[config.mk]
export PLATFORM = sky130hd
export DESIGN_NAME = clamped_line_pixel_generator_core
export DESIGN_NICKNAME = d
export VERILOG_FILES = /design/src/sv/clpg_pkg.sv /design/src/sv/clamped_line_pixel_generator_core.sv /design/src/sv/clpg_ctrl.sv /design/src/sv/clpg_datapath.sv
export SDC_FILE = /design/constraint.sdc
export NUM_CORES = 1
export LEC_CHECK = 0
export BUFFER_PORTS_ARGS = -buffer_cell sky130_fd_sc_hd__buf_2
export CAP_MARGIN = 20
export CORE_ASPECT_RATIO = 0.6
export CORE_UTILIZATION = 40
export DETAILED_ROUTE_END_ITERATION = 10
export GPL_TIMING_DRIVEN = 0
export PLACE_DENSITY = 0.65
export SLEW_MARGIN = 40
export SYNTH_ARGS = -nofsm -noshare
export SYNTH_HDL_FRONTEND = slang
export SYNTH_HIERARCHICAL = 1
export SYNTH_SLANG_ARGS = --single-unit
[constraint.sdc]
create_clock -name clk -period 5.7 [get_ports clk]
set_input_delay 0.285 -clock clk [delete_from_list [all_inputs] [get_ports clk]]
set_output_delay 0.285 -clock clk [all_outputs]
set_load 0.05 [all_outputs]
[src/sv/clpg_pkg.sv]
// ----------------------------------------------------------------------------
// clpg_pkg
// Shared types and constants for the clamped line pixel generator.
// ----------------------------------------------------------------------------
package clpg_pkg;

  localparam int MAX_SIDE        = 64;
  localparam int BYTES_PER_PIXEL = 4;
  localparam int BPP_SHIFT       = $clog2(BYTES_PER_PIXEL);

  localparam int COORD_W    = 6;
  localparam int SIZE_W     = 7;
  localparam int PITCH_W    = 15;
  localparam int ADDR_W     = 20;
  localparam int COLOR_W    = 32;
  localparam int IN_COORD_W = 16;
  localparam int ERR_W      = 7;

  localparam int CFG_IDX_W  = 2;
  localparam int CFG_DATA_W = 15;

  localparam int IN_TDATA_W  = 96;
  localparam int OUT_TDATA_W = 64;

  // Step direction codes.
  localparam logic [1:0] DIR_NONE  = 2'd0;
  localparam logic [1:0] DIR_PLUS  = 2'd1;
  localparam logic [1:0] DIR_MINUS = 2'd3;

  typedef enum logic [CFG_IDX_W-1:0] {
    CFG_WIDTH  = 2'd0,
    CFG_HEIGHT = 2'd1,
    CFG_PITCH  = 2'd2
  } cfg_idx_t;

  typedef enum logic [1:0] {
    ST_IDLE,
    ST_START,
    ST_BODY,
    ST_END
  } state_t;

  typedef struct packed {
    logic load;
    logic emit_start;
    logic emit_body;
    logic emit_end;
  } clpg_cmd_t;

  typedef struct packed {
    logic init_zero;
    logic steps_one;
  } clpg_status_t;

endpackage

[src/sv/clamped_line_pixel_generator_core.sv]
// ----------------------------------------------------------------------------
// clamped_line_pixel_generator_core
// Clamps line endpoints into the surface and emits one pixel write per cycle
// along the line, unless out_tready stalls, with an error-accumulator stepper.
//
//   Channel  Dir  Handshake              Carries
//   in_      in   in_tvalid/in_tready    one line request
//   out_     out  out_tvalid/out_tready  one pixel write, tlast on the end pixel
//   cfg_     in   cfg_we                 surface width, height, row pitch
//
// A line of major length M gives max(M+1, 2) pixel writes, one per cycle from
// the output register unless stalled; the step sequencer takes the next line
// request only once it is back in idle after the end pixel.
// A stall on out_tready holds the sequencer; no pixel is dropped.
// Reset is synchronous and active low; it restores the default configuration.
// ----------------------------------------------------------------------------
module clamped_line_pixel_generator_core (
  input  logic                                 clk,
  input  logic                                 rst_n,
  input  logic                                 cfg_we,
  input  logic [clpg_pkg::CFG_IDX_W-1:0]       cfg_index,
  input  logic [clpg_pkg::CFG_DATA_W-1:0]      cfg_wdata,
  input  logic                                 in_tvalid,
  output logic                                 in_tready,
  // from_x[15:0], from_y[31:16], to_x[47:32], to_y[63:48], color_word[95:64]
  input  logic [clpg_pkg::IN_TDATA_W-1:0]      in_tdata,
  output logic                                 out_tvalid,
  input  logic                                 out_tready,
  // pixel_x[5:0], pixel_y[11:6], pixel_address[31:12], pixel_color[63:32]
  output logic [clpg_pkg::OUT_TDATA_W-1:0]     out_tdata,
  output logic                                 out_tlast
);
  import clpg_pkg::*;

  clpg_cmd_t          cmd;
  clpg_status_t       status;
  logic [COORD_W-1:0] pixel_x, pixel_y;
  logic [ADDR_W-1:0]  pixel_address;
  logic [COLOR_W-1:0] pixel_color;

  clpg_ctrl u_ctrl (
    .clk        (clk),
    .rst_n      (rst_n),
    .in_tvalid  (in_tvalid),
    .in_tready  (in_tready),
    .out_tvalid (out_tvalid),
    .out_tready (out_tready),
    .status     (status),
    .cmd        (cmd)
  );

  clpg_datapath u_datapath (
    .clk           (clk),
    .rst_n         (rst_n),
    .cfg_we        (cfg_we),
    .cfg_index     (cfg_index),
    .cfg_wdata     (cfg_wdata),
    .from_x        (in_tdata[15:0]),
    .from_y        (in_tdata[31:16]),
    .to_x          (in_tdata[47:32]),
    .to_y          (in_tdata[63:48]),
    .color_word    (in_tdata[95:64]),
    .cmd           (cmd),
    .status        (status),
    .pixel_x       (pixel_x),
    .pixel_y       (pixel_y),
    .pixel_address (pixel_address),
    .pixel_color   (pixel_color),
    .last_pixel    (out_tlast)
  );

  assign out_tdata = {pixel_color, pixel_address, pixel_y, pixel_x};

endmodule

[src/sv/clpg_ctrl.sv]
// ----------------------------------------------------------------------------
// clpg_ctrl
// Sequencer for one line: start pixel, body steps, end pixel, and the valid
// flag of the output register.
// ----------------------------------------------------------------------------
module clpg_ctrl (
  input  logic                   clk,
  input  logic                   rst_n,
  input  logic                   in_tvalid,
  output logic                   in_tready,
  output logic                   out_tvalid,
  input  logic                   out_tready,
  input  clpg_pkg::clpg_status_t status,
  output clpg_pkg::clpg_cmd_t    cmd
);
  import clpg_pkg::*;

  state_t state_r, state_nxt;
  logic   out_valid_r, out_valid_nxt;
  logic   slot_free;
  logic   accept;

  // The output register can take a new item when empty or being drained.
  assign slot_free = !out_valid_r || out_tready;
  assign accept    = in_tvalid && (state_r == ST_IDLE);

  always_comb begin
    state_nxt = state_r;
    unique case (state_r)
      ST_IDLE:  if (accept) state_nxt = ST_START;
      ST_START: if (slot_free) state_nxt = status.init_zero ? ST_END : ST_BODY;
      ST_BODY:  if (slot_free && status.steps_one) state_nxt = ST_END;
      ST_END:   if (slot_free) state_nxt = ST_IDLE;
      default:  state_nxt = ST_IDLE;
    endcase
  end

  always_comb begin
    cmd           = '0;
    in_tready     = 1'b0;
    cmd.load      = accept;
    unique case (state_r)
      ST_IDLE:  in_tready = 1'b1;
      ST_START: cmd.emit_start = slot_free;
      ST_BODY:  cmd.emit_body = slot_free;
      ST_END:   cmd.emit_end = slot_free;
      default:  in_tready = 1'b0;
    endcase
  end

  always_comb begin
    out_valid_nxt = out_valid_r;
    if (cmd.emit_start || cmd.emit_body || cmd.emit_end) begin
      out_valid_nxt = 1'b1;
    end else if (out_tready) begin
      out_valid_nxt = 1'b0;
    end
  end

  always_ff @(posedge clk) begin
    if (!rst_n) begin
      state_r     <= ST_IDLE;
      out_valid_r <= 1'b0;
    end else begin
      state_r     <= state_nxt;
      out_valid_r <= out_valid_nxt;
    end
  end

  assign out_tvalid = out_valid_r;

  a_accept_starts: assert property (@(posedge clk) disable iff (!rst_n)
    accept |=> state_r == ST_START)
    else $error("accepted line did not enter the start phase");

  a_emit_fills: assert property (@(posedge clk) disable iff (!rst_n)
    (cmd.emit_start || cmd.emit_body || cmd.emit_end) |=> out_valid_r)
    else $error("emitted pixel did not appear at the output");

  a_stall_holds: assert property (@(posedge clk) disable iff (!rst_n)
    (state_r != ST_IDLE && !slot_free) |=> $stable(state_r))
    else $error("sequencer advanced while the output was stalled");

endmodule

[src/sv/clpg_datapath.sv]
// ----------------------------------------------------------------------------
// clpg_datapath
// Configuration registers, endpoint clamping, error-accumulator stepper and
// the output register with its address computation.
// ----------------------------------------------------------------------------
module clpg_datapath (
  input  logic                                 clk,
  input  logic                                 rst_n,
  input  logic                                 cfg_we,
  input  logic [clpg_pkg::CFG_IDX_W-1:0]       cfg_index,
  input  logic [clpg_pkg::CFG_DATA_W-1:0]      cfg_wdata,
  input  logic [clpg_pkg::IN_COORD_W-1:0]      from_x,
  input  logic [clpg_pkg::IN_COORD_W-1:0]      from_y,
  input  logic [clpg_pkg::IN_COORD_W-1:0]      to_x,
  input  logic [clpg_pkg::IN_COORD_W-1:0]      to_y,
  input  logic [clpg_pkg::COLOR_W-1:0]         color_word,
  input  clpg_pkg::clpg_cmd_t                  cmd,
  output clpg_pkg::clpg_status_t               status,
  output logic [clpg_pkg::COORD_W-1:0]         pixel_x,
  output logic [clpg_pkg::COORD_W-1:0]         pixel_y,
  output logic [clpg_pkg::ADDR_W-1:0]          pixel_address,
  output logic [clpg_pkg::COLOR_W-1:0]         pixel_color,
  output logic                                 last_pixel
);
  import clpg_pkg::*;

  localparam int PROD_W = COORD_W + PITCH_W;

  function automatic logic [COORD_W-1:0] eff_max(input logic [SIZE_W-1:0] s);
    logic [SIZE_W-1:0] m;
    if (s == '0) begin
      m = '0;
    end else if (s > SIZE_W'(MAX_SIDE)) begin
      m = SIZE_W'(MAX_SIDE - 1);
    end else begin
      m = s - SIZE_W'(1);
    end
    return m[COORD_W-1:0];
  endfunction

  function automatic logic [COORD_W-1:0] clamp(input logic [IN_COORD_W-1:0] c,
                                                input logic [COORD_W-1:0] mx);
    logic [COORD_W-1:0] r;
    if (c[IN_COORD_W-1]) begin
      r = '0;
    end else if (c > {{(IN_COORD_W-COORD_W){1'b0}}, mx}) begin
      r = mx;
    end else begin
      r = c[COORD_W-1:0];
    end
    return r;
  endfunction

  function automatic logic [1:0] step_dir(input logic [COORD_W-1:0] f,
                                          input logic [COORD_W-1:0] t);
    logic [1:0] d;
    if (t > f) begin
      d = DIR_PLUS;
    end else if (t < f) begin
      d = DIR_MINUS;
    end else begin
      d = DIR_NONE;
    end
    return d;
  endfunction

  function automatic logic [COORD_W-1:0] apply_dir(input logic [COORD_W-1:0] v,
                                                   input logic [1:0] d);
    logic [COORD_W-1:0] r;
    case (d)
      DIR_PLUS:  r = v + COORD_W'(1);
      DIR_MINUS: r = v - COORD_W'(1);
      default:   r = v;
    endcase
    return r;
  endfunction

  logic [SIZE_W-1:0]  width_r, height_r;
  logic [PITCH_W-1:0] pitch_r;

  logic [COORD_W-1:0] cur_x_r, cur_y_r, tgt_x_r, tgt_y_r;
  logic [COLOR_W-1:0] color_r;
  logic [1:0]         dir_x_r, dir_y_r;
  logic               major_x_r;
  logic [COORD_W-1:0] major_r, minor_r, steps_r;
  logic [ERR_W-1:0]   err_r;

  logic [COORD_W-1:0] out_x_r, out_y_r;
  logic [COLOR_W-1:0] out_color_r;
  logic               out_last_r;

  logic [COORD_W-1:0] max_x, max_y;
  logic [COORD_W-1:0] adx, ady, major_c, minor_c;
  logic               major_x_c;
  logic [ERR_W-1:0]   err_sum, err_nxt;
  logic               err_ge;
  logic [COORD_W-1:0] step_x, step_y;
  logic [PROD_W-1:0]  row_offset;

  assign max_x = eff_max(width_r);
  assign max_y = eff_max(height_r);

  // Line geometry from the clamped endpoints, latched on the start pixel.
  assign adx       = (tgt_x_r >= cur_x_r) ? tgt_x_r - cur_x_r : cur_x_r - tgt_x_r;
  assign ady       = (tgt_y_r >= cur_y_r) ? tgt_y_r - cur_y_r : cur_y_r - tgt_y_r;
  assign major_x_c = adx > ady;
  assign major_c   = major_x_c ? adx : ady;
  assign minor_c   = major_x_c ? ady : adx;

  assign status.init_zero = major_c <= COORD_W'(1);
  assign status.steps_one = steps_r == COORD_W'(1);

  // One body step: always move on the major axis, on the minor axis when the
  // accumulated error reaches the major length.
  assign err_sum = err_r + ERR_W'(minor_r);
  assign err_ge  = err_sum >= ERR_W'(major_r);
  assign err_nxt = err_ge ? err_sum - ERR_W'(major_r) : err_sum;

  always_comb begin
    if (major_x_r) begin
      step_x = apply_dir(cur_x_r, dir_x_r);
      step_y = err_ge ? apply_dir(cur_y_r, dir_y_r) : cur_y_r;
    end else begin
      step_y = apply_dir(cur_y_r, dir_y_r);
      step_x = err_ge ? apply_dir(cur_x_r, dir_x_r) : cur_x_r;
    end
  end

  always_ff @(posedge clk) begin
    if (!rst_n) begin
      width_r  <= SIZE_W'(MAX_SIDE);
      height_r <= SIZE_W'(MAX_SIDE);
      pitch_r  <= PITCH_W'(256);
    end else if (cfg_we) begin
      case (cfg_index)
        CFG_WIDTH:  width_r  <= cfg_wdata[SIZE_W-1:0];
        CFG_HEIGHT: height_r <= cfg_wdata[SIZE_W-1:0];
        CFG_PITCH:  pitch_r  <= cfg_wdata[PITCH_W-1:0];
        default:    width_r  <= width_r;
      endcase
    end
  end

  always_ff @(posedge clk) begin
    if (!rst_n) begin
      steps_r <= '0;
      err_r   <= '0;
    end else if (cmd.emit_start) begin
      steps_r <= (major_c != '0) ? major_c - COORD_W'(1) : '0;
      err_r   <= '0;
    end else if (cmd.emit_body) begin
      steps_r <= steps_r - COORD_W'(1);
      err_r   <= err_nxt;
    end
  end

  always_ff @(posedge clk) begin
    if (cmd.load) begin
      cur_x_r <= clamp(from_x, max_x);
      cur_y_r <= clamp(from_y, max_y);
      tgt_x_r <= clamp(to_x, max_x);
      tgt_y_r <= clamp(to_y, max_y);
      color_r <= color_word;
    end
    if (cmd.emit_start) begin
      dir_x_r     <= step_dir(cur_x_r, tgt_x_r);
      dir_y_r     <= step_dir(cur_y_r, tgt_y_r);
      major_x_r   <= major_x_c;
      major_r     <= major_c;
      minor_r     <= minor_c;
      out_x_r     <= cur_x_r;
      out_y_r     <= cur_y_r;
      out_color_r <= color_r;
      out_last_r  <= 1'b0;
    end
    if (cmd.emit_body) begin
      cur_x_r     <= step_x;
      cur_y_r     <= step_y;
      out_x_r     <= step_x;
      out_y_r     <= step_y;
      out_color_r <= color_r;
      out_last_r  <= 1'b0;
    end
    if (cmd.emit_end) begin
      out_x_r     <= tgt_x_r;
      out_y_r     <= tgt_y_r;
      out_color_r <= color_r;
      out_last_r  <= 1'b1;
    end
  end

  // Address from the registered pixel; the row offset wraps at the address width.
  assign row_offset    = PROD_W'(out_y_r) * PROD_W'(pitch_r);
  assign pixel_address = row_offset[ADDR_W-1:0]
                       + (ADDR_W'(out_x_r) << BPP_SHIFT);
  assign pixel_x       = out_x_r;
  assign pixel_y       = out_y_r;
  assign pixel_color   = out_color_r;
  assign last_pixel    = out_last_r;

  a_err_below_major: assert property (@(posedge clk) disable iff (!rst_n)
    (steps_r != '0) |-> (err_r < ERR_W'(major_r)))
    else $error("error accumulator reached the major length");

  a_minor_le_major: assert property (@(posedge clk) disable iff (!rst_n)
    (steps_r != '0) |-> (minor_r <= major_r))
    else $error("minor length exceeds major length during the body");

  a_start_clears_err: assert property (@(posedge clk) disable iff (!rst_n)
    cmd.emit_start |=> (err_r == '0))
    else $error("error accumulator not cleared at line start");

endmodule
==> results.toml <==
[run_status]
status = "finished, violations left"
violations = "negative setup slack"

[worst_hold_path]
hold_class = "in -> reg"
min_path_cells = 3
holdPathEnd = "u_datapath/pitch_r[8]"
hold_start = "cfg_wdata[8]"

[setup_path]
end_kind = "output pin"
arrival_ns = 5.45
crit_type = "reg -> out"
r2r_end = "u_datapath/steps_r[5]"
startpoint_type = "flop"
crit_required_ns = 5.41
startpoint = "u_datapath/pixel_y[4]"
rrSetupSlack_ns = 0.36
r2r_cells = 16
crit_fanout = 4
r2r_start = "u_datapath/cur_y_r[1]"

[layout]
post-route-cell-area_um2 = 15630
nets = 1868
drive_above_1_share_pct = 19.96
fillers = 2809
finish.cell_count_without_fillers = 1990
area_growth_pct = 22.94

[die]
rows = 50
ios = 185
start_util_pct = 40.73
die_area_um2 = 32530
core_um2 = 31220
die-width_um = 232.2
die_h_um = 140.1

[cts]
cts_buffers = 17
tritoncts = "done"
clk_path_buf_depth = 2
clk_pin_slew_ns = 0.07
cts.sinks = 163
clock_latency_ns = 0.44
htree_num_levels = 4
root_buffer = "clkbuf_16"

[yosys]
synth_edf_count = 117
synth-async-reset-ratio_pct = 0
synth_most_common_cell = "inv_1"
ys.warnings.count = 6
syn_inst = 1295
synth_common_cells = "inv_1, nand2_1, ha_1"
yosys_most_used_dff = "edfxtp_1"
synth.distinct_cells = 82
seq_area_frac_synth_pct = 34.88
netlist_area_um2 = 12710
syn_nets = 1603
ys_top_cells_by_area = "edfxtp_1, ha_1, fa_1"
ys_seq_elements = 163
yosysTopAreaCell = "edfxtp_1"
synth_top_area_share_pct = 27.63
postSynthAreaPerCell_um2 = 9.818

[global_route]
antenna_found_initial = 2
grt_max_degree = 46
grt-ovfl-total = 0
grt_pass1_vias = 10004
grt_use_total_pct = 22.35
grt_pass1_wl_um = 55920

[power_and_ir_drop]
leakagePower_nw = 7.102
peakVddDrop_uv = 546.3
p_per_area_nw_per_um2 = 623.5

[flow_run]
maxCapViolCount = 0

[detailed_routing]
wl_met2_um = 14070
highest_layer = "met5"
via_per_inst = 5.341
firstDrtPassIters = 5
drt-met1-wl_um = 17630
wl_um = 36030
drc = 0
vias = 10629
met3_length_um = 3928
dr.first_iter.drc_count = 798
detail-route-antenna-nets = 0
wl_per_cell_um = 18.10

[place]
dp_slack_ns = -0.7235
dp_hpwl_um = 27540
portBuffers = 184
dp.cells = 1896
routabilityCongestion = 0.8886
placed_cell_area_um2 = 14200

[sta]
relSlewSlack_pct = 43.39
clock_skew_ns = 0.01614
tightest_slew_ns = 0.8431
report.final.slew_viol_count = 0
max_freq_mhz = 174.4
hold_viol = 0
rsz0062_at_grt = "true"
holdWs_ns = 0.07370
finalCritPeriodShare_pct = 100.6
setup_viol = 2
fin_crit_ns = 5.734
setup_ws_ns = -0.03379
[repair_timing]
item                                    4_1_cts  5_1_grt
cloned                                        0        0
buffers inserted                             27        4
hold buffers                                 32        0
endpoints found under the hold margin        32        0
pin swaps                                    28       24
gates resized for setup                      51       23
endpoints found under the setup margin       10        9
[placed cells by master, fill, tap and decap left out, types with 27 or more instances in the layout]
master,netlist,layout
nand2_1,144,142
mux2i_1,46,46
fa_1,65,64
dlygate4sd3_1,0,32
a21oi_1,63,60
nor3_1,29,27
and2_1,49,43
ha_1,125,121
buf_2,2,181
o21ai_0,37,37
nor2_1,41,40
inv_1,157,152
xnor2_1,45,42
dfxtp_1,46,46
edfxtp_1,117,117
[state kept, by name, indices dropped and copies added (netlist names), 7 cells and up]
| register | count |
|---|---|
| u_datapath/err_r | 7 |
| u_datapath/height_r | 7 |
| u_datapath/pitch_r | 15 |
| u_datapath/width_r | 7 |
| u_datapath/pixel_color | 32 |
| u_datapath/color_r | 32 |
[worst max-delay path: stages (launching register included)]
cell and delay (ns):
edfxtp_1 0.56, buf_6 0.19, and2_4 0.15, fa_1 0.51, inv_2 0.04, fa_1 0.53, inv_1 0.05, fa_1 0.47
inv_1 0.05, fa_1 0.50, inv_2 0.05, ha_4 0.28, o21a_1 0.12, o31a_1 0.18, o211ai_1 0.12, nand2_2 0.15
a211oi_4 0.10, buf_4 0.15, or3_4 0.39, a21oi_2 0.12, nand3b_1 0.13, buf_6 0.16
[layout make-up]
| class | instances | area, um^2 | share of cell area, % |
|---|---|---|---|
| Sequential cell | 163 | 4434 | 28.37 |
| Multi-Input combinational cell | 936 | 7739 | 49.51 |
| Clock buffer | 17 | 425.4 | 2.722 |
| Timing Repair Buffer | 247 | 1540 | 9.854 |
| Buffer | 35 | 182.7 | 1.169 |
| Inverter | 160 | 605.6 | 3.874 |
| Antenna cell | 1 | 2.502 | 0.01601 |
| Tap cell | 416 | 520.5 | 3.330 |
| Clock inverter | 15 | 181.4 | 1.161 |
[per-layer routing]
| metal | vias to the layer above | GRT usage (%) |
|---|---|---|
| met5 | - | 0 |
| met1 | 5060 | 34.53 |
| met3 | 36 | 6.922 |
| met4 | 2 | 4.467 |
| met2 | 473 | 29.93 |
| li1 | 5058 | - |
[kinds of logic after synthesis]
| kind of cell | after synthesis | synth area share [%] |
|---|---|---|
| multiplexers | 48 | 3.798 |
| flip-flops | 163 | 34.88 |
| AND/OR/NAND/NOR | 389 | 15.38 |
| adder cells (fa/ha/maj) | 191 | 22.61 |
| XOR/XNOR | 53 | 3.651 |
| AO/OA/AOI/OAI | 255 | 13.81 |
| buffers and inverters | 196 | 5.875 |
[power breakdown]
group	internal, mW	total (mW)	switching [mW]
registers	1.85	2.09	0.237
clock network	0.630	1.19	0.560
logic	2.31	6.47	4.16
[metrics by stage]
step	utilization, %	TNS (ns)	total power [mW]
finish	50.07	-0.05570	9.746
CTS	49.73	-0.2181	9.621
global route	50.06	-0.6602	10.42
global placement	45.42	-2.062	7.962
floorplan	-	0	6.645
detailed placement	45.50	-2.552	8.098
[how the worst max path moves through the flow]
stage	endpoint	slack, ns
after floorplan	out_tdata[29]	0.08
after global placement	out_tdata[30]	-0.64
after detailed placement	out_tdata[30]	-0.72
after CTS	out_tdata[29]	-0.11
after global routing	out_tdata[29]	-0.25
final	out_tdata[31]	-0.03
No activity file was read; power rests on OpenSTA's default activity.
